==> src/sv/aob_pkg.sv <==
// aob_pkg: shared types and constants for the alpha overlay blender
// beat payload structs, configuration struct and inter-stage structs
// no dependencies
`timescale 1ns / 1ps
`default_nettype none

package aob_pkg;

  // overlay store geometry
  localparam int OVL_MAX_W  = 128;
  localparam int OVL_MAX_H  = 128;
  localparam int COORD_BITS = 12;
  localparam int STORE_DEPTH = OVL_MAX_W * OVL_MAX_H;
  localparam int ADDR_W      = $clog2(STORE_DEPTH);

  // fixed field widths
  localparam int CHAN_W = 8;
  localparam int POS_W  = 13;
  localparam int SIZE_W = 8;
  // frame coordinate minus signed offset, one bit of headroom
  localparam int DIFF_W = POS_W + 1;
  // bg*(255-a)+fg*a stays below 2^16
  localparam int SUM_W  = 2 * CHAN_W;
  localparam int CFG_IDX_W  = 2;
  localparam int CFG_DATA_W = POS_W;

  localparam logic [CHAN_W-1:0] CHAN_MAX = '1;

  // command codes
  localparam logic CMD_WRITE = 1'b0;
  localparam logic CMD_BLEND = 1'b1;

  // configuration register indexes
  localparam logic [CFG_IDX_W-1:0] CFG_POS_X      = 2'd0;
  localparam logic [CFG_IDX_W-1:0] CFG_POS_Y      = 2'd1;
  localparam logic [CFG_IDX_W-1:0] CFG_OVL_WIDTH  = 2'd2;
  localparam logic [CFG_IDX_W-1:0] CFG_OVL_HEIGHT = 2'd3;

  typedef struct packed {
    logic                  command;
    logic [COORD_BITS-1:0] col;
    logic [COORD_BITS-1:0] row;
    logic [CHAN_W-1:0]     chan0;
    logic [CHAN_W-1:0]     chan1;
    logic [CHAN_W-1:0]     chan2;
    logic [CHAN_W-1:0]     alpha;
  } in_t;

  typedef struct packed {
    logic [CHAN_W-1:0] out_chan0;
    logic [CHAN_W-1:0] out_chan1;
    logic [CHAN_W-1:0] out_chan2;
    logic              inside_res;
  } out_t;

  typedef struct packed {
    logic signed [POS_W-1:0] pos_x;
    logic signed [POS_W-1:0] pos_y;
    logic [SIZE_W-1:0]       ovl_width;
    logic [SIZE_W-1:0]       ovl_height;
  } cfg_t;

  // locate stage to store stage
  typedef struct packed {
    logic              is_write;
    logic              wr_ok;
    logic              hit;
    logic [ADDR_W-1:0] addr;
    logic [CHAN_W-1:0] c0;
    logic [CHAN_W-1:0] c1;
    logic [CHAN_W-1:0] c2;
    logic [CHAN_W-1:0] alpha;
  } loc_t;

  // store stage to mix stage
  typedef struct packed {
    logic              hit;
    logic [CHAN_W-1:0] bg0;
    logic [CHAN_W-1:0] bg1;
    logic [CHAN_W-1:0] bg2;
    logic [CHAN_W-1:0] fg0;
    logic [CHAN_W-1:0] fg1;
    logic [CHAN_W-1:0] fg2;
    logic [CHAN_W-1:0] alpha;
  } pix_t;

  // mix stage to divide stage
  typedef struct packed {
    logic             hit;
    logic [SUM_W-1:0] s0;
    logic [SUM_W-1:0] s1;
    logic [SUM_W-1:0] s2;
  } sum_t;

endpackage

`default_nettype wire

==> src/sv/aob_div.sv <==
// aob_div: divide-by-255 stage and output register
// floor(s/255) = (s + 1 + (s >> 8)) >> 8 for any s up to 255*255; uses aob_pkg
`timescale 1ns / 1ps
`default_nettype none

module aob_div (
  input  wire logic          clk,
  input  wire logic          rst_n,
  input  wire logic          sum_valid,
  output logic               sum_ready,
  input  wire aob_pkg::sum_t sum,
  output logic               out_valid,
  input  wire logic          out_ready,
  output aob_pkg::out_t      out_data
);
  import aob_pkg::*;

  out_t d_r;
  logic d_v_r;
  out_t d_nxt;

  function automatic logic [CHAN_W-1:0] div255(input logic [SUM_W-1:0] s);
    logic [SUM_W:0] t;
    t = (SUM_W+1)'(s) + (SUM_W+1)'(s >> CHAN_W) + (SUM_W+1)'(1);
    return t[SUM_W-1:CHAN_W];
  endfunction

  assign sum_ready = !d_v_r || out_ready;

  always_comb begin
    d_nxt.out_chan0  = div255(sum.s0);
    d_nxt.out_chan1  = div255(sum.s1);
    d_nxt.out_chan2  = div255(sum.s2);
    d_nxt.inside_res = sum.hit;
  end

  always_ff @(posedge clk) begin
    if (!rst_n) begin
      d_v_r <= 1'b0;
    end else if (sum_ready) begin
      d_v_r <= sum_valid;
    end
  end

  always_ff @(posedge clk) begin
    if (sum_ready && sum_valid) begin
      d_r <= d_nxt;
    end
  end

  assign out_valid = d_v_r;
  assign out_data  = d_r;

endmodule

`default_nettype wire

==> config.mk <==
export PLATFORM = sky130hd
export DESIGN_NAME = aob_div
export DESIGN_NICKNAME = d
export VERILOG_FILES = /design/src/sv/aob_pkg.sv /design/src/sv/aob_div.sv
export SDC_FILE = /design/constraint.sdc
export NUM_CORES = 1
export LEC_CHECK = 0
export BUFFER_PORTS_ARGS = -buffer_cell sky130_fd_sc_hd__buf_2
export CAP_MARGIN = 20
export CORE_UTILIZATION = 40
export CTS_CLUSTER_SIZE = 10
export DETAILED_ROUTE_END_ITERATION = 8
export PLACE_DENSITY_LB_ADDON = 0.08
export RECOVER_POWER = 50
export SLEW_MARGIN = 10
export SYNTH_ARGS = -nofsm -noshare
export SYNTH_HDL_FRONTEND = slang
export SYNTH_SLANG_ARGS = --single-unit
==> constraint.sdc <==
create_clock -name clk -period 4 [get_ports clk]
set_clock_uncertainty 0.1 [all_clocks]
set_input_delay 0.8 -clock clk [delete_from_list [all_inputs] [get_ports clk]]
set_output_delay 0.8 -clock clk [all_outputs]
set_load 0.005 [all_outputs]
==> run summary <==
Run status
- finished clean — run status

Critical path
- buffers and inverters — Largest delay share family, worst path
- 3790 ps — required time at the endpoint of the critical path
- 2210 ps — arrival time at the worst endpoint
- out_valid — worst flop-to-flop path startpoint
- 2 — CP Buf/Inv Count
- sky130_fd_sc_hd__clkbuf_1 — critical path's slowest cell
- 710 ps — max incr delay on CP
- out_ready — crit path from
- 16 — Max Fanout on Critical Path
- in2reg — critical path start-end classification
- register — critical path endpoint category
- buf_2, nand2b_1, and2_0, clkbuf_1 — crit-path cells
- input port — startpoint class of the critical path

Final layout
- 281 — number of cells in the finished layout apart from fillers
- 394 — filler cell count
- 0.294 — layout cell share with drive strength beyond 1
- sky130_fd_sc_hd__buf_2, sky130_fd_sc_hd__edfxtp_1, sky130_fd_sc_hd__ha_1 — top library cells by usage in the layout, fill and taps aside
- 27.1% — layout overhead on the synthesized area
- 0 — antenna diode instance count
- 306 — total number of nets in the final design
- sky130_fd_sc_hd__buf_2 — leading cell type in the layout, fill and taps excluded

Power
- 0.237 — clock network fraction of total power
- 0.528 — sequential cell fraction of total power
- 0.000623 W — total power of the final layout
- 0.256 — sw frac
- 287 nW/um^2 — cell area power density
- 0.000464 W — internal cell power
- 0.126 mV — largest vdd supply drop
- 0.935 nW — static power due to leakage
- 0.235 — logic gate share of total power
- 0.000159 W — Switching Power

Clock tree
- 3 — total clock buffers created by CTS
- built — clock tree from TritonCTS
- 80 ps — clock-pin slew on the worst setup and hold paths
- 260 ps — insertion delay to the later sink of the worst-skew pair
- 2 — clock tree buffer depth
- sky130_fd_sc_hd__clkbuf_8 — Clock Root Buffer
- 1 — number of levels the H-tree was split into
- 0 — number of buffers inserted to repair setup after CTS
- 0 — number of hold buffers added after cts
- 0 — number of resized instances in the post-cts repair step
- 26 — clock tree sinks

Placed design
- 0.785 — placer congestion estimate
- 1330 ps — Placement Setup Slack
- 276 — placed cells
- 79 — IO Port Bufs
- 2.91 mm — Detail Placement HPWL

Die
- 0.420 — effective utilization at floorplan
- 4530 sq um — die area
- 4060 sq um — Core Footprint
- 80 — number of ports placed on the die boundary
- 67.3 microns — vertical die dimension
- 23 — number of cell rows
- 67.3 microns — Die X

Job
- 0 — count of max-cap constraint violations

Global routing
- 5.40 mm — global-route wire length before repair
- 26 — maximum number of pins on one net before global-route repair
- 0 — antenna violations before repair
- 1287 — vias in the first global route
- 0.157 — total routing resource utilization after global routing
- 0 — remaining global-route overflow

Hold path
- reg2reg — class of the tightest hold or removal check
- out_valid — Hold Startpoint

Route
- 4 — Pre-antenna DRT Iters
- 1400 — via total after detailed routing
- 4.98 — Vias/cell
- 3.50 mm — Total Wirelength
- 12.5 microns — routed length per instance
- 33 — number of DRC violations after detailed-routing iteration 0
- 0 — antenna viol nets, final
- 0 — DRC Markers

Synth
- 149 — Syn Inst Count
- 26 — Seq cells post-synth
- sky130_fd_sc_hd__edfxtp_1 — most area-hungry cell type in the Yosys netlist
- 223 — number of nets in the synthesized netlist
- 1710 sq um — mapped cell area
- 0.440 — Synth top area share
- 0.452 — post-synthesis sequential area ratio
- 33 — Cell variety after synth
- 0 — Yosys warning total
- sky130_fd_sc_hd__edfxtp_1, sky130_fd_sc_hd__ha_1, sky130_fd_sc_hd__xnor2_1 — largest cells by area after synthesis
- 11.4 sq um — Syn Area/Cell

Timing
- 414 MHz — achievable frequency
- 0 ps — sum of negative setup slack
- 1590 ps — Final WS setup
- 0.430 — worst slew slack as a fraction of its limit
- 0.603 — portion of the clock cycle consumed by the worst path in the final layout
- 855 ps — actual transition at the worst max-transition pin
- 439 ps — post-route worst hold slack
- 0 — Final Max Tran Viols
- 0 — Final setup violation count
- 0 — Fin. Hold Viols
- false — unrepaired setup endpoints after global routing
- 2410 ps — post-layout minimum cycle time

## layout make-up
cell class                 instances  area [sq um]  share of cell area
inverter                           7          26.3              0.0121
timing repair buffer              80           378               0.174
sequential                        26           771               0.355
tap                               50          62.6              0.0289
multi-input combinational        114           886               0.409
clock buffer                       4          45.0              0.0208
## path summary, 6_finish.rpt
path,to,slack [ps],depth (start not counted)
min,out_valid,440,2
min reg2reg,out_valid,440,2
max reg2reg,out_data[23],1910,3
max,out_data[23],1590,4
## per-layer routing
| layer | vias up | global-route usage | share of wire |
|---|---|---|---|
| met5 | - | 0 | 0 |
| met4 | 0 | 0.0559 | 0.0097 |
| met3 | 2 | 0.0236 | 0.052 |
| met2 | 46 | 0.281 | 0.49 |
| met1 | 625 | 0.188 | 0.45 |
| li1 | 727 | - | - |
## worst reg2reg max path: cells and delay by family, from the launching register on
kind                   cells  cell delay [ps]
buffers and inverters      1              710
DFF                        1              310
and+or+nand+nor            2              600
## sequential cells by signal (all words and copies together) (netlist names)
register,flops
out_data,25
out_valid,1
## cell usage after synthesis, drive strengths merged
| master | n |
|---|---|
| inv | 7 |
| dfxtp | 1 |
| ha | 21 |
| xor2 | 8 |
| xnor2 | 14 |
| o22ai | 1 |
| nand4 | 9 |
| a221o | 1 |
| nor2b | 1 |
| a211oi | 1 |
| and4 | 2 |
| nor2 | 8 |
| o211ai | 1 |
| a31oi | 1 |
| a21boi | 2 |
| nand2 | 7 |
| and3 | 1 |
| and2 | 3 |
| buf | 2 |
| or3 | 1 |
| a211o | 1 |
| nand2b | 2 |
| edfxtp | 25 |
| nor3 | 2 |
| a22oi | 2 |
| a311oi | 1 |
| o21ai | 6 |
| nand3 | 6 |
| o2111ai | 2 |
| a21oi | 7 |
| o21a | 3 |
## logic make-up (layout without fill, tap and decap cells)
family                   Yosys count  after routing  synth area share
AND/OR/NAND/NOR                   42             42             0.132
AO/OA/AOI/OAI                     29             29             0.120
flip-flops                        26             26             0.452
XOR/XNOR                          22             22             0.113
adder cells (fa/ha/maj)           21             21             0.154
buffers and inverters              9             91            0.0286
## metrics by stage
stage | utilization | instance area, sq um
finish | 0.534 | 2170
global route | 0.534 | 2170
floorplan | - | 1710
global placement | 0.528 | 2140
CTS | 0.539 | 2190
detailed placement | 0.528 | 2140
## power by group through the flow
stage	sequential (W)	combinational, W	clock, W
final	0.000329	0.000146	0.000148
after global placement	0.000335	0.000145	0
after global routing	0.000332	0.000165	0.000164
after CTS	0.000329	0.000151	0.000152
after detailed placement	0.000336	0.000150	0
after floorplan	0.000339	0.0000792	0
(Power assumes the default switching activity.)
