**src/sv/aob_pkg.sv**
```systemverilog
// aob_pkg: shared types and constants for the alpha overlay blender
// beat payload structs, configuration struct and inter-stage structs
// no dependencies
`timescale 1ns / 1ps
`default_nettype none

package aob_pkg;

  // overlay store geometry
  localparam int OVL_MAX_W  = 128;
  localparam int OVL_MAX_H  = 128;
  localparam int COORD_BITS = 12;
  localparam int STORE_DEPTH = OVL_MAX_W * OVL_MAX_H;
  localparam int ADDR_W      = $clog2(STORE_DEPTH);

  // fixed field widths
  localparam int CHAN_W = 8;
  localparam int POS_W  = 13;
  localparam int SIZE_W = 8;
  // frame coordinate minus signed offset, one bit of headroom
  localparam int DIFF_W = POS_W + 1;
  // bg*(255-a)+fg*a stays below 2^16
  localparam int SUM_W  = 2 * CHAN_W;
  localparam int CFG_IDX_W  = 2;
  localparam int CFG_DATA_W = POS_W;

  localparam logic [CHAN_W-1:0] CHAN_MAX = '1;

  // command codes
  localparam logic CMD_WRITE = 1'b0;
  localparam logic CMD_BLEND = 1'b1;

  // configuration register indexes
  localparam logic [CFG_IDX_W-1:0] CFG_POS_X      = 2'd0;
  localparam logic [CFG_IDX_W-1:0] CFG_POS_Y      = 2'd1;
  localparam logic [CFG_IDX_W-1:0] CFG_OVL_WIDTH  = 2'd2;
  localparam logic [CFG_IDX_W-1:0] CFG_OVL_HEIGHT = 2'd3;

  typedef struct packed {
    logic                  command;
    logic [COORD_BITS-1:0] col;
    logic [COORD_BITS-1:0] row;
    logic [CHAN_W-1:0]     chan0;
    logic [CHAN_W-1:0]     chan1;
    logic [CHAN_W-1:0]     chan2;
    logic [CHAN_W-1:0]     alpha;
  } in_t;

  typedef struct packed {
    logic [CHAN_W-1:0] out_chan0;
    logic [CHAN_W-1:0] out_chan1;
    logic [CHAN_W-1:0] out_chan2;
    logic              inside_res;
  } out_t;

  typedef struct packed {
    logic signed [POS_W-1:0] pos_x;
    logic signed [POS_W-1:0] pos_y;
    logic [SIZE_W-1:0]       ovl_width;
    logic [SIZE_W-1:0]       ovl_height;
  } cfg_t;

  // locate stage to store stage
  typedef struct packed {
    logic              is_write;
    logic              wr_ok;
    logic              hit;
    logic [ADDR_W-1:0] addr;
    logic [CHAN_W-1:0] c0;
    logic [CHAN_W-1:0] c1;
    logic [CHAN_W-1:0] c2;
    logic [CHAN_W-1:0] alpha;
  } loc_t;

  // store stage to mix stage
  typedef struct packed {
    logic              hit;
    logic [CHAN_W-1:0] bg0;
    logic [CHAN_W-1:0] bg1;
    logic [CHAN_W-1:0] bg2;
    logic [CHAN_W-1:0] fg0;
    logic [CHAN_W-1:0] fg1;
    logic [CHAN_W-1:0] fg2;
    logic [CHAN_W-1:0] alpha;
  } pix_t;

  // mix stage to divide stage
  typedef struct packed {
    logic             hit;
    logic [SUM_W-1:0] s0;
    logic [SUM_W-1:0] s1;
    logic [SUM_W-1:0] s2;
  } sum_t;

endpackage

`default_nettype wire

```
**src/sv/aob_mix.sv**
```systemverilog
// aob_mix: weighted sum stage, bg*(255-a) + fg*a per channel
// outside pixels use a zero weight so the sum is bg*255; uses aob_pkg
`timescale 1ns / 1ps
`default_nettype none

module aob_mix (
  input  wire logic          clk,
  input  wire logic          rst_n,
  input  wire logic          pix_valid,
  output logic               pix_ready,
  input  wire aob_pkg::pix_t pix,
  output logic               sum_valid,
  input  wire logic          sum_ready,
  output aob_pkg::sum_t      sum
);
  import aob_pkg::*;

  sum_t              c_r;
  logic              c_v_r;
  logic [CHAN_W-1:0] a_eff;
  logic [CHAN_W-1:0] a_inv;
  logic [CHAN_W-1:0] f0;
  logic [CHAN_W-1:0] f1;
  logic [CHAN_W-1:0] f2;
  sum_t              c_nxt;

  assign pix_ready = !c_v_r || sum_ready;

  // weights, foreground masked for pass-through
  assign a_eff = pix.hit ? pix.alpha : '0;
  assign a_inv = CHAN_MAX - a_eff;
  assign f0    = pix.hit ? pix.fg0 : '0;
  assign f1    = pix.hit ? pix.fg1 : '0;
  assign f2    = pix.hit ? pix.fg2 : '0;

  always_comb begin
    c_nxt.hit = pix.hit;
    c_nxt.s0 = SUM_W'(pix.bg0) * SUM_W'(a_inv) + SUM_W'(f0) * SUM_W'(a_eff);
    c_nxt.s1 = SUM_W'(pix.bg1) * SUM_W'(a_inv) + SUM_W'(f1) * SUM_W'(a_eff);
    c_nxt.s2 = SUM_W'(pix.bg2) * SUM_W'(a_inv) + SUM_W'(f2) * SUM_W'(a_eff);
  end

  always_ff @(posedge clk) begin
    if (!rst_n) begin
      c_v_r <= 1'b0;
    end else if (pix_ready) begin
      c_v_r <= pix_valid;
    end
  end

  always_ff @(posedge clk) begin
    if (pix_ready && pix_valid) begin
      c_r <= c_nxt;
    end
  end

  assign sum_valid = c_v_r;
  assign sum       = c_r;

endmodule

`default_nettype wire

```
**config.mk**
```make
export PLATFORM = sky130hd
export DESIGN_NAME = aob_mix
export DESIGN_NICKNAME = d
export VERILOG_FILES = /design/src/sv/aob_pkg.sv /design/src/sv/aob_mix.sv
export SDC_FILE = /design/constraint.sdc
export NUM_CORES = 1
export LEC_CHECK = 0
export ABC_AREA = 1
export BUFFER_PORTS_ARGS = -buffer_cell sky130_fd_sc_hd__buf_2
export CAP_MARGIN = 20
export CORE_ASPECT_RATIO = 1.75
export CORE_MARGIN = 2
export CORE_UTILIZATION = 64
export CTS_BUF_LIST = sky130_fd_sc_hd__clkbuf_4
export DETAILED_ROUTE_END_ITERATION = 12
export GPL_TIMING_DRIVEN = 0
export MAX_ROUTING_LAYER = met4
export PLACE_DENSITY = 0.86
export SETUP_SLACK_MARGIN = 0.2
export SLEW_MARGIN = 20
export SYNTH_ARGS = -nofsm -noshare
export SYNTH_HDL_FRONTEND = slang
export SYNTH_SLANG_ARGS = --single-unit
```
**constraint.sdc**
```tcl
create_clock -name clk -period 6.4 [get_ports clk]
set_input_delay 0.64 -clock clk [delete_from_list [all_inputs] [get_ports clk]]
set_output_delay 0.64 -clock clk [all_outputs]
set_load 0.03 [all_outputs]
```
==> summary.json <==
{
  "clocking": {
    "cts_resized": 0,
    "clock_sinks": 50,
    "clock_transition_time_at_the_flip_flop_clock_pins_of_the_worst_setup_and_hold_paths_ns": 0.24,
    "clk_root_buffer_cell": "sky130_fd_sc_hd__clkbuf_4",
    "cts_hold_buf": 0,
    "cts_tree": "done",
    "cts-buffers-inserted": 5,
    "longest_clk_path_bufs": 2,
    "cts.repair_timing.setup_buffer_count": 0,
    "cts.htree.levels": 2,
    "clock_insertion_delay_worst_skew_ns": 0.52
  },
  "critical_path": {
    "cp-endpoint": "sum[31]",
    "worst-r2r-cell-count": 3,
    "crit_buf_inv": 9,
    "crit_arrival_ns": 6.08,
    "cp_slowest_cell": "sky130_fd_sc_hd__fa_1",
    "cp.depth": 24,
    "timing.setup.critical_path_class": "input pin to flip-flop",
    "setup_slack_on_the_worst_flop_to_flop_path_ns": 4.71,
    "timing.critical_path.from": "pix[56]",
    "worst_setup_path_end_kind": "flip-flop",
    "worst_path_dominant_cell_family": "adder cells",
    "crit_fanout": 10,
    "crit-reg2reg-capture": "sum[45]",
    "worst_path_most_repeated_cell": "sky130_fd_sc_hd__fa_1",
    "max_stage_delay_ns": 0.56,
    "worst_setup_path_start_kind": "input pin",
    "cp.required_ns": 6.67,
    "critical_path.reg2reg.startpoint": "sum_valid",
    "cells_along_the_critical_path": "buf_2, buf_4, nand2_1, inv_2, buf_2, nor2_1, fa_1, inv_1, fa_1, inv_1, fa_1, fa_1, fa_1, inv_1, fa_1, inv_1, ha_1, nand2_1, inv_1, nand2_1, nor3_1, nand2_1, nand3_1, nand2_1"
  },
  "timing": {
    "tns_ns": 0,
    "fin_crit_share": 0.907,
    "fin_skew_ns": 0.0486,
    "slew_limit_headroom": 0.509,
    "finalSetupViolations": 0,
    "achievable-frequency_mhz": 172,
    "final-hold-violation-count": 0,
    "timing.final.crit_period_ns": 5.81,
    "rsz0062_at_grt": "false",
    "timing_worst_slew_pin_value_ns": 0.734,
    "timing_max_transition_violations_final": 0
  },
  "yosys": {
    "cell_area_after_technology_mapping_um2": 14900,
    "mappedNetlistNets": 2378,
    "yosysWarningCount": 0,
    "ys_seq_area_frac": 0.100,
    "synth_register_bits": 50,
    "synth_top_area_share": 0.387,
    "syn-instance-count": 1841,
    "synth.distinct_cells": 25,
    "post_synth.cell_area_avg_um2": 8.10,
    "synth_top_cell_by_area": "sky130_fd_sc_hd__fa_1",
    "synth_top_cells_by_area": "sky130_fd_sc_hd__fa_1, sky130_fd_sc_hd__ha_1, sky130_fd_sc_hd__inv_1"
  },
  "floorplan": {
    "chipWidth_um": 119,
    "core.rowCount": 73,
    "die_footprint_um2": 24600,
    "die_h_um": 206,
    "top_level_ports": 112,
    "core_area_um2": 22800,
    "initial_core_util": 0.653
  },
  "layout": {
    "post_synthesis_to_final_layout_area_growth_pct": 7.29,
    "n_fill_cell": 1876,
    "fin_nets": 2498,
    "final_layout_size_suffix_gt1_frac": 0.0841
  },
  "drt": {
    "num_vias": 12300,
    "routed_wirelength_um": 40000,
    "routed_via_density": 5.44,
    "number_of_drc_markers_in_iteration_0": 804,
    "firstDrtPassIters": 7,
    "drt.antenna.violating_nets": 0,
    "number_of_drc_violations_after_detailed_routing": 0,
    "avgRoutedWirePerCell_um": 17.7
  },
  "min_path": {
    "hold_class": "input pin to flip-flop"
  },
  "placement": {
    "place_hpwl_um": 34600,
    "place.gp.congestion": 1.00,
    "io_buffer_count": 111
  },
  "global_routing": {
    "overflow": 0,
    "first_global_vias": 13400,
    "overall_global_routing_usage": 0.350,
    "grt_max_degree": 20,
    "grt_antenna_before_repair": 2,
    "grt_first_pass_wirelength_um": 63400
  },
  "flow_run": {
    "number_of_max_cap_violations": 0
  },
  "status": {
    "status": "finished clean"
  }
}
[worst register-to-register path, delay by kind of cell (launching register included)]
family / cells / cell delay (ns)
buffers and inverters: 2 / 0.41
AO/OA/AOI/OAI: 1 / 0.62
flip-flops: 1 / 0.38
[per-layer routing]
layer / track usage / wire [µm]
met1: 0.336 / 12900
met2: 0.639 / 21100
met3: 0.0497 / 2570
met4: 0.250 / 3470
met5: - / 0
[layout by cell type, fill, tap and decap left out, types with 4 or more instances in the layout]
cell type / Yosys / final
sky130_fd_sc_hd__buf_4: 5 / 5
sky130_fd_sc_hd__a21oi_1: 27 / 26
sky130_fd_sc_hd__clkbuf_4: 0 / 5
sky130_fd_sc_hd__inv_2: 5 / 5
sky130_fd_sc_hd__nand4_1: 9 / 9
sky130_fd_sc_hd__ha_1: 188 / 188
sky130_fd_sc_hd__fa_1: 288 / 288
sky130_fd_sc_hd__edfxtp_1: 49 / 49
sky130_fd_sc_hd__xor2_1: 15 / 15
sky130_fd_sc_hd__nor2_1: 294 / 294
sky130_fd_sc_hd__inv_1: 542 / 542
sky130_fd_sc_hd__buf_2: 24 / 135
sky130_fd_sc_hd__nand2_2: 4 / 4
sky130_fd_sc_hd__nand2_1: 320 / 320
sky130_fd_sc_hd__nand3_1: 44 / 44
sky130_fd_sc_hd__xnor2_1: 9 / 9
[worst min-delay path by stage]
stage / cells after the start / slack [ns] / to / start
after global routing: 1 / 0.30 / sum[48] / pix[56]
after detailed placement: 2 / 0.57 / sum_valid / sum_valid
after floorplan: 0 / 0.74 / sum[48] / pix[56]
after CTS: 1 / 0.29 / sum[48] / pix[56]
final: 1 / 0.29 / sum[48] / pix[56]
after global placement: 2 / 0.49 / sum_valid / sum_valid
[synth_stat cells]
library cell                 n
sky130_fd_sc_hd__buf_2      24
sky130_fd_sc_hd__dfxtp_1     1
sky130_fd_sc_hd__a21boi_0    1
sky130_fd_sc_hd__buf_6       3
sky130_fd_sc_hd__ha_1      188
sky130_fd_sc_hd__edfxtp_1   49
sky130_fd_sc_hd__buf_4       5
sky130_fd_sc_hd__nor2_1    294
sky130_fd_sc_hd__nand3_2     1
sky130_fd_sc_hd__conb_1      1
sky130_fd_sc_hd__inv_2       5
sky130_fd_sc_hd__nand4_1     9
sky130_fd_sc_hd__nand2_2     4
sky130_fd_sc_hd__nand3b_1    3
sky130_fd_sc_hd__o21bai_1    3
sky130_fd_sc_hd__o21ai_0     1
sky130_fd_sc_hd__xnor2_1     9
sky130_fd_sc_hd__nand2_1   320
sky130_fd_sc_hd__fa_1      288
sky130_fd_sc_hd__xor2_1     15
sky130_fd_sc_hd__nor3_1      3
sky130_fd_sc_hd__a21oi_1    27
sky130_fd_sc_hd__inv_1     542
sky130_fd_sc_hd__nand3_1    44
sky130_fd_sc_hd__nand2_4     1
[state kept, by name, summed over array words and instances, names as in the netlist]
name,count
sum,49
sum_valid,1
[cell type report]
| type | instances | area [µm²] | share of cell area |
|---|---|---|---|
| plain buffers | 32 | 191 | 0.0120 |
| multi-input cells | 1212 | 11200 | 0.699 |
| inverters | 547 | 2050 | 0.128 |
| clock buffers | 5 | 37.5 | 0.00235 |
| flip-flops and latches | 50 | 1490 | 0.0933 |
| well taps | 300 | 375 | 0.0235 |
| repair buffers | 113 | 611 | 0.0382 |
| clock inverters | 3 | 43.8 | 0.00274 |
| diodes | 3 | 7.51 | 0.000470 |
[stage by stage]
stage / util / worst slack [ns] / hold slack (ns) / instance area (µm²) / cells
after floorplan: - / 0.941 / 0.739 / 14900 / 1841
after global placement: 0.693 / 0.124 / 0.487 / 15800 / 2252
after detailed placement: 0.696 / 0.133 / 0.573 / 15900 / 2254
after CTS: 0.700 / 0.648 / 0.293 / 16000 / 2262
after global routing: 0.700 / 0.371 / 0.301 / 16000 / 2264
final: 0.700 / 0.594 / 0.290 / 16000 / 2265
[cell families after synthesis]
logic type,share of synthesized area
AND/OR/NAND/NOR,0.179
buffers and inverters,0.151
other,0.000252
XOR/XNOR,0.0141
flip-flops,0.100
adder cells (fa/ha/maj),0.545
AO/OA/AOI/OAI,0.0114
Power is left out: the tool's default activity adds up to more than one toggle a clock period on the data nets, which glitch-free logic cannot reach.
