===== src/sv/aob_pkg.sv =====
// aob_pkg: shared types and constants for the alpha overlay blender
// beat payload structs, configuration struct and inter-stage structs
// no dependencies
`timescale 1ns / 1ps
`default_nettype none

package aob_pkg;

  // overlay store geometry
  localparam int OVL_MAX_W  = 128;
  localparam int OVL_MAX_H  = 128;
  localparam int COORD_BITS = 12;
  localparam int STORE_DEPTH = OVL_MAX_W * OVL_MAX_H;
  localparam int ADDR_W      = $clog2(STORE_DEPTH);

  // fixed field widths
  localparam int CHAN_W = 8;
  localparam int POS_W  = 13;
  localparam int SIZE_W = 8;
  // frame coordinate minus signed offset, one bit of headroom
  localparam int DIFF_W = POS_W + 1;
  // bg*(255-a)+fg*a stays below 2^16
  localparam int SUM_W  = 2 * CHAN_W;
  localparam int CFG_IDX_W  = 2;
  localparam int CFG_DATA_W = POS_W;

  localparam logic [CHAN_W-1:0] CHAN_MAX = '1;

  // command codes
  localparam logic CMD_WRITE = 1'b0;
  localparam logic CMD_BLEND = 1'b1;

  // configuration register indexes
  localparam logic [CFG_IDX_W-1:0] CFG_POS_X      = 2'd0;
  localparam logic [CFG_IDX_W-1:0] CFG_POS_Y      = 2'd1;
  localparam logic [CFG_IDX_W-1:0] CFG_OVL_WIDTH  = 2'd2;
  localparam logic [CFG_IDX_W-1:0] CFG_OVL_HEIGHT = 2'd3;

  typedef struct packed {
    logic                  command;
    logic [COORD_BITS-1:0] col;
    logic [COORD_BITS-1:0] row;
    logic [CHAN_W-1:0]     chan0;
    logic [CHAN_W-1:0]     chan1;
    logic [CHAN_W-1:0]     chan2;
    logic [CHAN_W-1:0]     alpha;
  } in_t;

  typedef struct packed {
    logic [CHAN_W-1:0] out_chan0;
    logic [CHAN_W-1:0] out_chan1;
    logic [CHAN_W-1:0] out_chan2;
    logic              inside_res;
  } out_t;

  typedef struct packed {
    logic signed [POS_W-1:0] pos_x;
    logic signed [POS_W-1:0] pos_y;
    logic [SIZE_W-1:0]       ovl_width;
    logic [SIZE_W-1:0]       ovl_height;
  } cfg_t;

  // locate stage to store stage
  typedef struct packed {
    logic              is_write;
    logic              wr_ok;
    logic              hit;
    logic [ADDR_W-1:0] addr;
    logic [CHAN_W-1:0] c0;
    logic [CHAN_W-1:0] c1;
    logic [CHAN_W-1:0] c2;
    logic [CHAN_W-1:0] alpha;
  } loc_t;

  // store stage to mix stage
  typedef struct packed {
    logic              hit;
    logic [CHAN_W-1:0] bg0;
    logic [CHAN_W-1:0] bg1;
    logic [CHAN_W-1:0] bg2;
    logic [CHAN_W-1:0] fg0;
    logic [CHAN_W-1:0] fg1;
    logic [CHAN_W-1:0] fg2;
    logic [CHAN_W-1:0] alpha;
  } pix_t;

  // mix stage to divide stage
  typedef struct packed {
    logic             hit;
    logic [SUM_W-1:0] s0;
    logic [SUM_W-1:0] s1;
    logic [SUM_W-1:0] s2;
  } sum_t;

endpackage

`default_nettype wire


===== src/sv/aob_locate.sv =====
// aob_locate: input register stage and overlay hit test
// computes the store address for writes and blends; uses aob_pkg
`timescale 1ns / 1ps
`default_nettype none

module aob_locate (
  input  wire logic          clk,
  input  wire logic          rst_n,
  input  wire aob_pkg::cfg_t cfg,
  input  wire logic          in_valid,
  output logic               in_ready,
  input  wire aob_pkg::in_t  in_data,
  output logic               loc_valid,
  input  wire logic          loc_ready,
  output aob_pkg::loc_t      loc
);
  import aob_pkg::*;

  in_t  a_r;
  logic a_v_r;
  logic a_load;

  logic [SIZE_W-1:0]       w_sat;
  logic [SIZE_W-1:0]       h_sat;
  logic signed [DIFF_W-1:0] fx;
  logic signed [DIFF_W-1:0] fy;
  logic                    hit;

  // stage a takes a beat when empty or draining
  assign in_ready = !a_v_r || loc_ready;
  assign a_load   = in_valid && in_ready;

  always_ff @(posedge clk) begin
    if (!rst_n) begin
      a_v_r <= 1'b0;
    end else if (in_ready) begin
      a_v_r <= in_valid;
    end
  end

  always_ff @(posedge clk) begin
    if (a_load) begin
      a_r <= in_data;
    end
  end

  // overlay size clamped to the store
  assign w_sat = (cfg.ovl_width > SIZE_W'(OVL_MAX_W)) ? SIZE_W'(OVL_MAX_W) : cfg.ovl_width;
  assign h_sat = (cfg.ovl_height > SIZE_W'(OVL_MAX_H)) ? SIZE_W'(OVL_MAX_H) : cfg.ovl_height;

  // position relative to the overlay's top left corner
  assign fx = signed'(DIFF_W'(a_r.col)) - DIFF_W'(cfg.pos_x);
  assign fy = signed'(DIFF_W'(a_r.row)) - DIFF_W'(cfg.pos_y);

  assign hit = !fx[DIFF_W-1] && !fy[DIFF_W-1] &&
               (fx < signed'(DIFF_W'(w_sat))) && (fy < signed'(DIFF_W'(h_sat)));

  // address and payload toward the store
  always_comb begin
    loc.is_write = (a_r.command == CMD_WRITE);
    loc.wr_ok    = (32'(a_r.col) < OVL_MAX_W) && (32'(a_r.row) < OVL_MAX_H);
    loc.hit      = hit;
    if (a_r.command == CMD_WRITE) begin
      loc.addr = ADDR_W'(32'(a_r.row) * OVL_MAX_W + 32'(a_r.col));
    end else begin
      loc.addr = ADDR_W'(32'(fy[COORD_BITS-1:0]) * OVL_MAX_W + 32'(fx[COORD_BITS-1:0]));
    end
    loc.c0    = a_r.chan0;
    loc.c1    = a_r.chan1;
    loc.c2    = a_r.chan2;
    loc.alpha = a_r.alpha;
  end

  assign loc_valid = a_v_r;

endmodule

`default_nettype wire


===== config.mk =====
export PLATFORM = sky130hd
export DESIGN_NAME = aob_locate
export DESIGN_NICKNAME = d
export VERILOG_FILES = /design/src/sv/aob_pkg.sv /design/src/sv/aob_locate.sv
export SDC_FILE = /design/constraint.sdc
export NUM_CORES = 1
export LEC_CHECK = 0
export BUFFER_PORTS_ARGS = -buffer_cell sky130_fd_sc_hd__buf_4
export CAP_MARGIN = 10
export CELL_PAD_IN_SITES_DETAIL_PLACEMENT = 1
export CELL_PAD_IN_SITES_GLOBAL_PLACEMENT = 2
export CORE_ASPECT_RATIO = 1.5
export CORE_MARGIN = 3
export CORE_UTILIZATION = 27
export CTS_CLUSTER_SIZE = 25
export DETAILED_ROUTE_END_ITERATION = 10
export PLACE_DENSITY_LB_ADDON = 0.1
export SKIP_LAST_GASP = 1
export SLEW_MARGIN = 20
export SYNTH_ARGS = -nofsm -noshare
export SYNTH_HDL_FRONTEND = slang
export SYNTH_SLANG_ARGS = --single-unit

===== constraint.sdc =====
create_clock -name clk -period 3.38 [get_ports clk]
set_clock_uncertainty 0.05 [all_clocks]
set_input_delay 0.338 -clock clk [delete_from_list [all_inputs] [get_ports clk]]
set_output_delay 0.338 -clock clk [all_outputs]
set_load 0.03 [all_outputs]

==> results of run 1 <==
==> final cells by class <==
class	count	area [um2]
inverters	45	168.9
repair buffers	227	1738
multi-input cells	250	2233
clock buffers	9	225.2
fillers	1711	8668
flip-flops and latches	58	1732
clock inverters	7	125.1
well taps	199	249.0
==> through the flow <==
step / hold WS (ps) / total power, mW / util (%)
finish: 129.9 / 3.229 / 42.74
global placement: 462.6 / 2.017 / 38.74
CTS: 111.7 / 3.238 / 42.45
global route: 117.3 / 3.411 / 42.74
detailed placement: 467.5 / 2.040 / 38.74
floorplan: 386.9 / 1.549 / -
==> per-layer routing <==
| layer | up-vias | global-route usage (%) |
|---|---|---|
| met5 | - | 0 |
| met4 | 0 | 5.235 |
| met3 | 13 | 2.530 |
| met2 | 85 | 32.02 |
| met1 | 1710 | 14.09 |
| li1 | 1761 | - |
==> cells in the mapped netlist (3+ instances only) <==
| library cell | instances |
|---|---|
| a211o_1 | 3 |
| a21o_1 | 6 |
| a21oi_1 | 24 |
| buf_4 | 33 |
| edfxtp_1 | 57 |
| fa_1 | 4 |
| ha_1 | 48 |
| inv_1 | 43 |
| mux2_2 | 6 |
| mux2i_1 | 3 |
| nand2_1 | 20 |
| nand2b_1 | 5 |
| nor2_1 | 19 |
| nor2b_1 | 4 |
| nor3_1 | 3 |
| o21a_1 | 5 |
| o21ai_0 | 16 |
| o21bai_1 | 6 |
| xnor2_1 | 16 |
| xor2_1 | 9 |
==> flip-flops by register name (all words and copies together) (netlist names) <==
register	flops
loc	32
a_r	25
loc_valid	1
==> power by group <==
group / internal, mW / switching (mW) / total (mW)
clock network: 0.726 / 0.345 / 1.07
logic: 0.658 / 0.635 / 1.29
registers: 0.842 / 0.0242 / 0.866
==> worst paths after layout <==
check / endpoint / depth (start not counted) / slack, ps
max: loc[44] / 17 / -670
min: loc[7] / 1 / 130
max reg2reg: a_r[55] / 3 / 1740
min reg2reg: loc_valid / 2 / 500
==> cell families (layout without fill, tap and decap cells) <==
logic type      after synthesis  count (layout)  share of synthesized area, %
xor+xnor                     25              25                         5.254
flops                        58              58                         41.55
mux                           9               9                         2.342
buf+inv                      81             288                         10.30
compound gates               88              88                         14.38
fa+ha+maj                    54              54                         16.81
simple gates                 74              74                         9.366
==> timing repair <==
item                       4_1_cts  5_1_grt
gates resized for setup         33        8
setup endpoints to repair        7        7
pin swaps                       27       15
buffers inserted                11        3
==> results.py, run 1 <==
metrics = {
    "drt": {
        "avgViaCountPerCell": 4.489,
        "dr.max_layer_used": "met4",
        "drt-wirelength-per-cell_um": 16.01,
        "ant_nets": 0,
        "drc": 0,
        "drt-initial-drc-count": 73,
        "num_vias": 3569,
        "dr.pass1.iters": 4,
        "wl_met3_um": 491,
        "wl_met2_um": 7773,
        "wl_met1_um": 4258,
        "wl_um": 12730,
    },
    "critical_path": {
        "path_cells": "inv_2 -> ha_4 -> inv_2 -> fa_2 -> a211oi_2 -> o21ai_1 -> a211o_1 -> a21oi_2 -> xnor2_1 -> ha_1 -> inv_2 -> buf_4 -> o21bai_1 -> maj3_2 -> xnor2_2 -> mux2i_4 -> buf_6",
        "slowest_stage": "edfxtp_1",
        "critPathMaxStageDelay_ps": 400,
        "endpoint_kind": "primary output",
        "path_common_cell": "inv_2",
        "critPathTopFamily": "adder cells",
        "worst-endpoint-required_ps": 2990,
        "worstSetupStartpoint": "a_r[44]",
        "crit_fanout": 2,
        "criticalPathCategory": "flip-flop to primary output",
        "cp_num_buf_inv": 5,
        "reg2reg_from": "loc_valid",
        "cp.arrival_ps": 3660,
        "cp-start-kind": "flip-flop",
    },
    "placement": {
        "port_buffers": 153,
        "pre_cts_slack_ps": -626.9,
        "dp_hpwl_um": 10670,
        "place_congestion": 0.7667,
        "place_area_um2": 5866,
        "placed_cells": 769,
    },
    "pwr": {
        "powerDensity_nw_per_um2": 498.9,
        "p_leak_nw": 3.008,
        "ir_drop_mv": 0.2953,
    },
    "clock_network": {
        "clockBufferDepth": 2,
        "ctsHoldBuffers": 0,
        "clk_latency_ps": 330,
        "cts_tree": "done",
        "clock_sinks": 58,
        "path_clk_slew_ps": 60,
        "root_buffer": "clkbuf_16",
        "cts_htree_levels": 3,
        "cts_buffers": 9,
    },
    "global_route": {
        "antenna_found_initial": 0,
        "grt_max_degree": 31,
        "grt.overflow.total": 0,
        "grt_pass1_wl_um": 19570,
        "grt_pass1_vias": 4028,
        "track_usage_pct": 15.14,
    },
    "synth": {
        "synthCells": 389,
        "synthArstFlopShare_pct": 0,
        "yosysWarnings": 0,
        "yosys-top-cells-area": "edfxtp_1, ha_1, buf_4",
        "synth_edf_count": 57,
        "yosysTopAreaCellShare_pct": 41.07,
        "yosysUniqueCellTypes": 59,
        "synth_top_cell_by_area": "edfxtp_1",
        "synth-main-ff-cell": "edfxtp_1",
        "seq_area_frac_synth_pct": 41.55,
        "synth-seq-cells": 58,
        "syn-num-nets": 544,
        "synth_area_um2": 4168,
        "avgSynthCellArea_um2": 10.71,
    },
    "sta": {
        "worst_pin_slew_ps": 909.1,
        "period_share_pct": 119.9,
        "timing.slew.headroom_pct": 39.39,
        "max_freq_mhz": 246.8,
        "fin_ws_ps": -672.1,
        "maxSlewViolCount": 0,
        "fin_crit_ps": 4052,
        "rsz0062_at_grt": "true",
        "finalHoldViolCount": 0,
        "finalSetupTns_ps": -3154,
        "setup_viol": 7,
    },
    "outcome": {
        "status": "finished with violations",
        "violations": "negative setup slack",
    },
    "layout": {
        "final_area_um2": 6471,
        "insertedDiodeCount": 0,
        "final_common_cell": "buf_4",
        "mostFrequentLayoutCells": "buf_4, edfxtp_1, ha_1",
        "final_cell_count_no_fill": 795,
        "drive_gt1_share_pct": 51.34,
        "synthToLayoutAreaGrowth_pct": 55.27,
        "nNetsFinal": 746,
    },
    "min_path": {
        "min_from": "in_data[7]",
        "hold_path_class": "input pin to flip-flop",
    },
    "die": {
        "fp.dieH_um": 158.2,
        "ioPinCount": 154,
        "core_um2": 15140,
        "fp.dieW_um": 107.4,
        "dieArea_um2": 16990,
        "row_count": 55,
        "initial_core_util_pct": 27.53,
    },
    "run": {
        "cap_violations": 0,
    },
}
(Power assumes the default switching activity.)
==> run 2, diff against run 1 <==
==> constraint.sdc (replaced) <==
create_clock -name clk -period 3.38 [get_ports clk]
set_clock_uncertainty 0.05 [all_clocks]
set_input_delay 0.338 -clock clk [delete_from_list [all_inputs] [get_ports clk]]
set_output_delay 0.338 -clock clk [all_outputs]
set_load 0.1 [all_outputs]
==> run 2 against run 1 <==
  * The flow still finishes with violations (negative setup slack)
  * Highest routed layer unchanged
  * Core utilization increased by 0.92 points
  * Routed wire length decreased by 0.22%
  * Setup slack got worse by 130 ps
  * Critical path depth increased by 1
  * Power increased by 14%
  * Sequential power about the same
  * Cell count unchanged
  * Non-clock buffer count unchanged
  * Combinational power increased by 33%
  * Final area increased by 2.1%
  * Count of clock-buffer cells in the layout unchanged
==> results.py, run 2 (synthesized netlist as in run 1, its figures left out) <==
metrics = {
    "sta": {
        "rsz0062_at_grt": "true",
        "fin_ws_ps": -805.7,
        "maxSlewViolCount": 0,
        "setup_viol": 7,
        "timing.slew.headroom_pct": 73.86,
        "finalHoldViolCount": 0,
        "fin_crit_ps": 4186,
        "max_freq_mhz": 238.9,
        "period_share_pct": 123.8,
        "finalHoldWorstSlack_ps": 129.4,
        "worst_pin_slew_ps": 388.7,
    },
    "pwr": {
        "powerDensity_nw_per_um2": 554.8,
        "finalPower_mw": 3.667,
        "p_leak_nw": 3.044,
        "ir_drop_mv": 0.2507,
    },
    "critical_path": {
        "worst-endpoint-required_ps": 2990,
        "worstSetupStartpoint": "a_r[44]",
        "reg2reg_from": "loc_valid",
        "cp-start-kind": "flip-flop",
        "criticalPathCategory": "flip-flop to primary output",
        "crit_fanout": 3,
        "endpoint_kind": "primary output",
        "cp.arrival_ps": 3800,
    },
    "placement": {
        "place_area_um2": 6000,
        "port_buffers": 153,
        "place_congestion": 0.7992,
        "dp_hpwl_um": 10700,
    },
    "drt": {
        "wl_um": 12700,
        "ant_nets": 0,
        "drc": 0,
        "dr.pass1.iters": 4,
        "drt-initial-drc-count": 71,
        "drt-wirelength-per-cell_um": 15.97,
        "num_vias": 3547,
        "avgViaCountPerCell": 4.462,
    },
    "die": {
        "core_um2": 15140,
        "fp.dieW_um": 107.4,
        "row_count": 55,
        "dieArea_um2": 16990,
        "fp.dieH_um": 158.2,
        "ioPinCount": 154,
        "initial_core_util_pct": 27.53,
    },
    "clock_network": {
        "root_buffer": "clkbuf_16",
        "cts_htree_levels": 3,
        "path_clk_slew_ps": 60,
        "clk_latency_ps": 320,
        "cts_buffers": 9,
        "clockBufferDepth": 2,
        "cts_tree": "done",
        "ctsHoldBuffers": 0,
        "clock_sinks": 58,
    },
    "layout": {
        "synthToLayoutAreaGrowth_pct": 58.60,
        "nNetsFinal": 746,
        "final_common_cell": "buf_4",
        "final_area_um2": 6610,
        "largest_register_ffs": 32,
        "num-fill-cells": 1709,
        "final_core_util_pct": 43.66,
        "drive_gt1_share_pct": 52.68,
        "insertedDiodeCount": 0,
        "mostFrequentLayoutCells": "buf_4, edfxtp_1, ha_1",
    },
    "global_route": {
        "grt_max_degree": 45,
        "antenna_found_initial": 0,
        "grt_pass1_vias": 3968,
        "track_usage_pct": 15.07,
        "grt.overflow.total": 0,
        "grt_pass1_wl_um": 19530,
    },
    "outcome": {
        "violations": "negative setup slack",
        "status": "finished with violations",
    },
    "run": {
        "cap_violations": 0,
    },
    "min_path": {
        "hold_path_class": "input pin to flip-flop",
        "min_from": "in_data[33]",
    },
}
run 2: final timing paths:
kind,endpoint,slack [ps],cells past startpoint
setup / recovery,loc[44],-810,18
setup reg to reg,a_r[38],1850,3
hold / removal,a_r[33],130,1
hold reg to reg,loc_valid,510,2
run 2: stage by stage:
stage	cells	setup TNS, ps	worst slack [ps]
finish	795	-3782	-805.7
global placement	772	-2437	-589.0
detailed placement	772	-2712	-623.0
floorplan	389	-1485	-515.8
CTS	793	-4304	-838.4
global route	795	-4917	-976.4
run 2: worst max-delay path: stages, from the launching register on:
cell and delay [ps]:
edfxtp_1 410, inv_2 100, ha_4 120, inv_2 30, fa_2 360, a211oi_4 260
o21ai_2 110, o2111ai_1 100, nand2_1 120, xnor2_2 230, inv_1 80, ha_1 270
a21o_1 170, a21oi_2 150, o21bai_1 100, maj3_2 320, xnor2_2 160, mux2i_4 180
buf_12 200
run 2: timing repair:
action / in CTS / in global routing
resized for setup: 39 / 9
pin swaps: 29 / 16
endpoints found under the setup margin: 7 / 7
setup buffers: 5 / 3
hold endpoints to repair: 0 / 0
run 2: per-layer routing:
metal / vias to the layer above / GRT usage, % / wire length (um)
li1: 1762 / - / -
met1: 1683 / 13.92 / 4154
met2: 90 / 31.45 / 7698
met3: 12 / 3.754 / 657
met4: 0 / 4.513 / 187
met5: - / 0 / 0
run 2: layout make-up:
cell class | instances | area [um2] | area share, %
Multi-Input combinational cell | 250 | 2306 | 34.89
Timing Repair Buffer | 227 | 1804 | 27.30
Clock buffer | 9 | 225.2 | 3.407
Clock inverter | 7 | 125.1 | 1.893
Tap cell | 199 | 249.0 | 3.767
Inverter | 45 | 168.9 | 2.555
Sequential cell | 58 | 1732 | 26.20
run 2: where the power goes:
group,internal (mW),switching [mW]
clock network,0.726,0.355
logic,0.711,1.01
registers,0.842,0.0210
total,2.28,1.39
==> run 3, diff against run 2 <==
--- a/config.mk
+++ b/config.mk
@@ -14,7 +14,9 @@
 export CORE_UTILIZATION = 27
 export CTS_CLUSTER_SIZE = 25
 export DETAILED_ROUTE_END_ITERATION = 10
+export HOLD_SLACK_MARGIN = 0.08
 export PLACE_DENSITY_LB_ADDON = 0.1
+export SETUP_SLACK_MARGIN = 0.2
 export SKIP_LAST_GASP = 1
 export SLEW_MARGIN = 20
 export SYNTH_ARGS = -nofsm -noshare
==> run 3 against run 2 <==
  * The flow still finishes with violations (negative setup slack)
  * Setup slack better by 80 ps
  * Critical path depth is the same
  * Core utilization increased by 0.14 points
  * First-iteration DRC count fell by 48%
  * Die area did not move
  * Worst hold slack barely moved
  * Via count is 0.42% higher
  * Register-to-register slack got worse by 90 ps
  * Sequential power about the same
  * Combinational power grew 3%
  * Maximum frequency is 2.0% higher
  * Critical path type unchanged
==> results.py, run 3 (synthesized netlist as in run 1, its figures left out) <==
metrics = {
    "sta": {
        "fin_crit_ps": 4105,
        "finalSetupTns_ps": -3353,
        "worst_pin_slew_ps": 771.3,
        "max_freq_mhz": 243.6,
        "rsz0062_at_grt": "true",
        "period_share_pct": 121.5,
        "maxSlewViolCount": 0,
        "finalHoldViolCount": 0,
        "fin_ws_ps": -725.2,
        "setup_viol": 7,
        "timing.slew.headroom_pct": 48.58,
    },
    "die": {
        "core_um2": 15140,
        "ioPinCount": 154,
        "fp.dieH_um": 158.2,
        "fp.dieW_um": 107.4,
        "initial_core_util_pct": 27.53,
        "row_count": 55,
        "dieArea_um2": 16990,
    },
    "placement": {
        "dp_hpwl_um": 10350,
        "place_area_um2": 5977,
        "place_congestion": 0.7980,
        "port_buffers": 153,
    },
    "clock_network": {
        "clock_sinks": 58,
        "clk_latency_ps": 320,
        "cts_htree_levels": 3,
        "root_buffer": "clkbuf_16",
        "cts_tree": "done",
        "ctsHoldBuffers": 0,
        "clockBufferDepth": 2,
        "cts_buffers": 9,
        "path_clk_slew_ps": 60,
    },
    "run": {
        "cap_violations": 0,
    },
    "pwr": {
        "ir_drop_mv": 0.2206,
        "p_leak_nw": 3.044,
        "powerDensity_nw_per_um2": 545.8,
    },
    "layout": {
        "synthToLayoutAreaGrowth_pct": 59.11,
        "final_area_um2": 6631,
        "final_common_cell": "buf_4",
        "largest_register_ffs": 32,
        "mostFrequentLayoutCells": "buf_4, edfxtp_1, ha_1",
        "drive_gt1_share_pct": 52.59,
        "insertedDiodeCount": 0,
        "nNetsFinal": 749,
    },
    "critical_path": {
        "endpoint_kind": "primary output",
        "cp.arrival_ps": 3720,
        "worst-endpoint-required_ps": 2990,
        "reg2regPathDepth": 3,
        "cp-start-kind": "flip-flop",
        "reg2reg_from": "loc_valid",
        "criticalPathCategory": "flip-flop to primary output",
        "r2r_slack_ps": 1760,
        "crit_fanout": 2,
        "rr_endpoint": "a_r[39]",
    },
    "min_path": {
        "hold_path_class": "input pin to flip-flop",
        "min_path_cells": 1,
        "min_from": "in_data[47]",
        "whs_endpoint": "a_r[47]",
    },
    "outcome": {
        "status": "finished with violations",
        "violations": "negative setup slack",
    },
    "drt": {
        "drc": 0,
        "drt-initial-drc-count": 37,
        "num_vias": 3562,
        "dr.pass1.iters": 4,
        "drt-wirelength-per-cell_um": 15.86,
        "wl_um": 12650,
        "ant_nets": 0,
        "avgViaCountPerCell": 4.464,
    },
    "global_route": {
        "grt_max_degree": 58,
        "antenna_found_initial": 0,
        "grt_pass1_vias": 3982,
        "track_usage_pct": 15.06,
        "grt_pass1_wl_um": 19430,
        "grt.overflow.total": 0,
    },
}
-- run 3: cell types whose count changed in the layout (fill, tap and decap cells not counted), sizes merged --
cell,previous run,this run
clkbuf,9,10
buf,227,230
bufinv,3,2
clkinv,5,6
inv,44,43
-- run 3: critical path: stages, from the launching register on --
cell,delay [ps]
edfxtp_1,400
inv_2,100
ha_4,120
inv_2,30
fa_2,370
a211oi_4,290
o21ai_2,90
o2111ai_2,70
nand2_2,80
xnor2_2,150
inv_1,60
ha_1,290
a21o_1,190
a21oi_2,150
o21bai_1,100
maj3_2,330
xnor2_2,170
mux2i_4,180
buf_12,200
-- run 3: layer usage --
layer  part of all wire, %  global-route usage (%)  wire (um)
met1                    34                   14.52       4344
met2                    59                   30.50       7515
met3                   4.7                   3.509        593
met4                   1.6                   5.295        199
met5                     0                       0          0
-- run 3: final cells by class --
cell class              count  area, um2
well taps                 199      249.0
clock buffers              10      229.0
flip-flops and latches     58       1732
fillers                  1700       8508
repair buffers            230       1826
multi-input cells         250       2346
inverters                  45      168.9
clock inverters             6      81.33
-- run 3: worst max path at each step --
stage,startpoint,to,cells past startpoint
detailed placement,a_r[44],loc[44],18
floorplan,a_r[44],loc[44],17
CTS,a_r[44],loc[44],18
finish,a_r[44],loc[44],18
global placement,a_r[44],loc[44],18
global route,a_r[44],loc[44],18
-- run 3: through the flow --
step	power, mW	std cells	hold slack, ps	setup slack (ps)	utilization (%)
finish	3.620	798	129.2	-725.2	43.80
global route	3.808	798	115.7	-914.1	43.80
CTS	3.613	793	113.3	-776.2	43.07
detailed placement	2.425	770	467.3	-550.1	39.48
global placement	2.408	770	466.3	-531.0	39.48
floorplan	1.959	389	386.9	-497.4	-
-- run 3: what timing repair did --
action	4_1_cts	5_1_grt
hold endpoints to repair	0	0
pin swaps	8	21
resized for setup	39	11
endpoints found under the setup margin	7	7
buffers inserted	7	5
-- run 3: power breakdown --
part	total [mW]	leakage [nW]	switching (mW)	internal (mW)
Clock	0.972	0.152	0.332	0.640
Combinational	1.78	2.33	1.02	0.758
Sequential	0.866	0.560	0.0235	0.843
Total	3.62	3.04	1.38	2.24
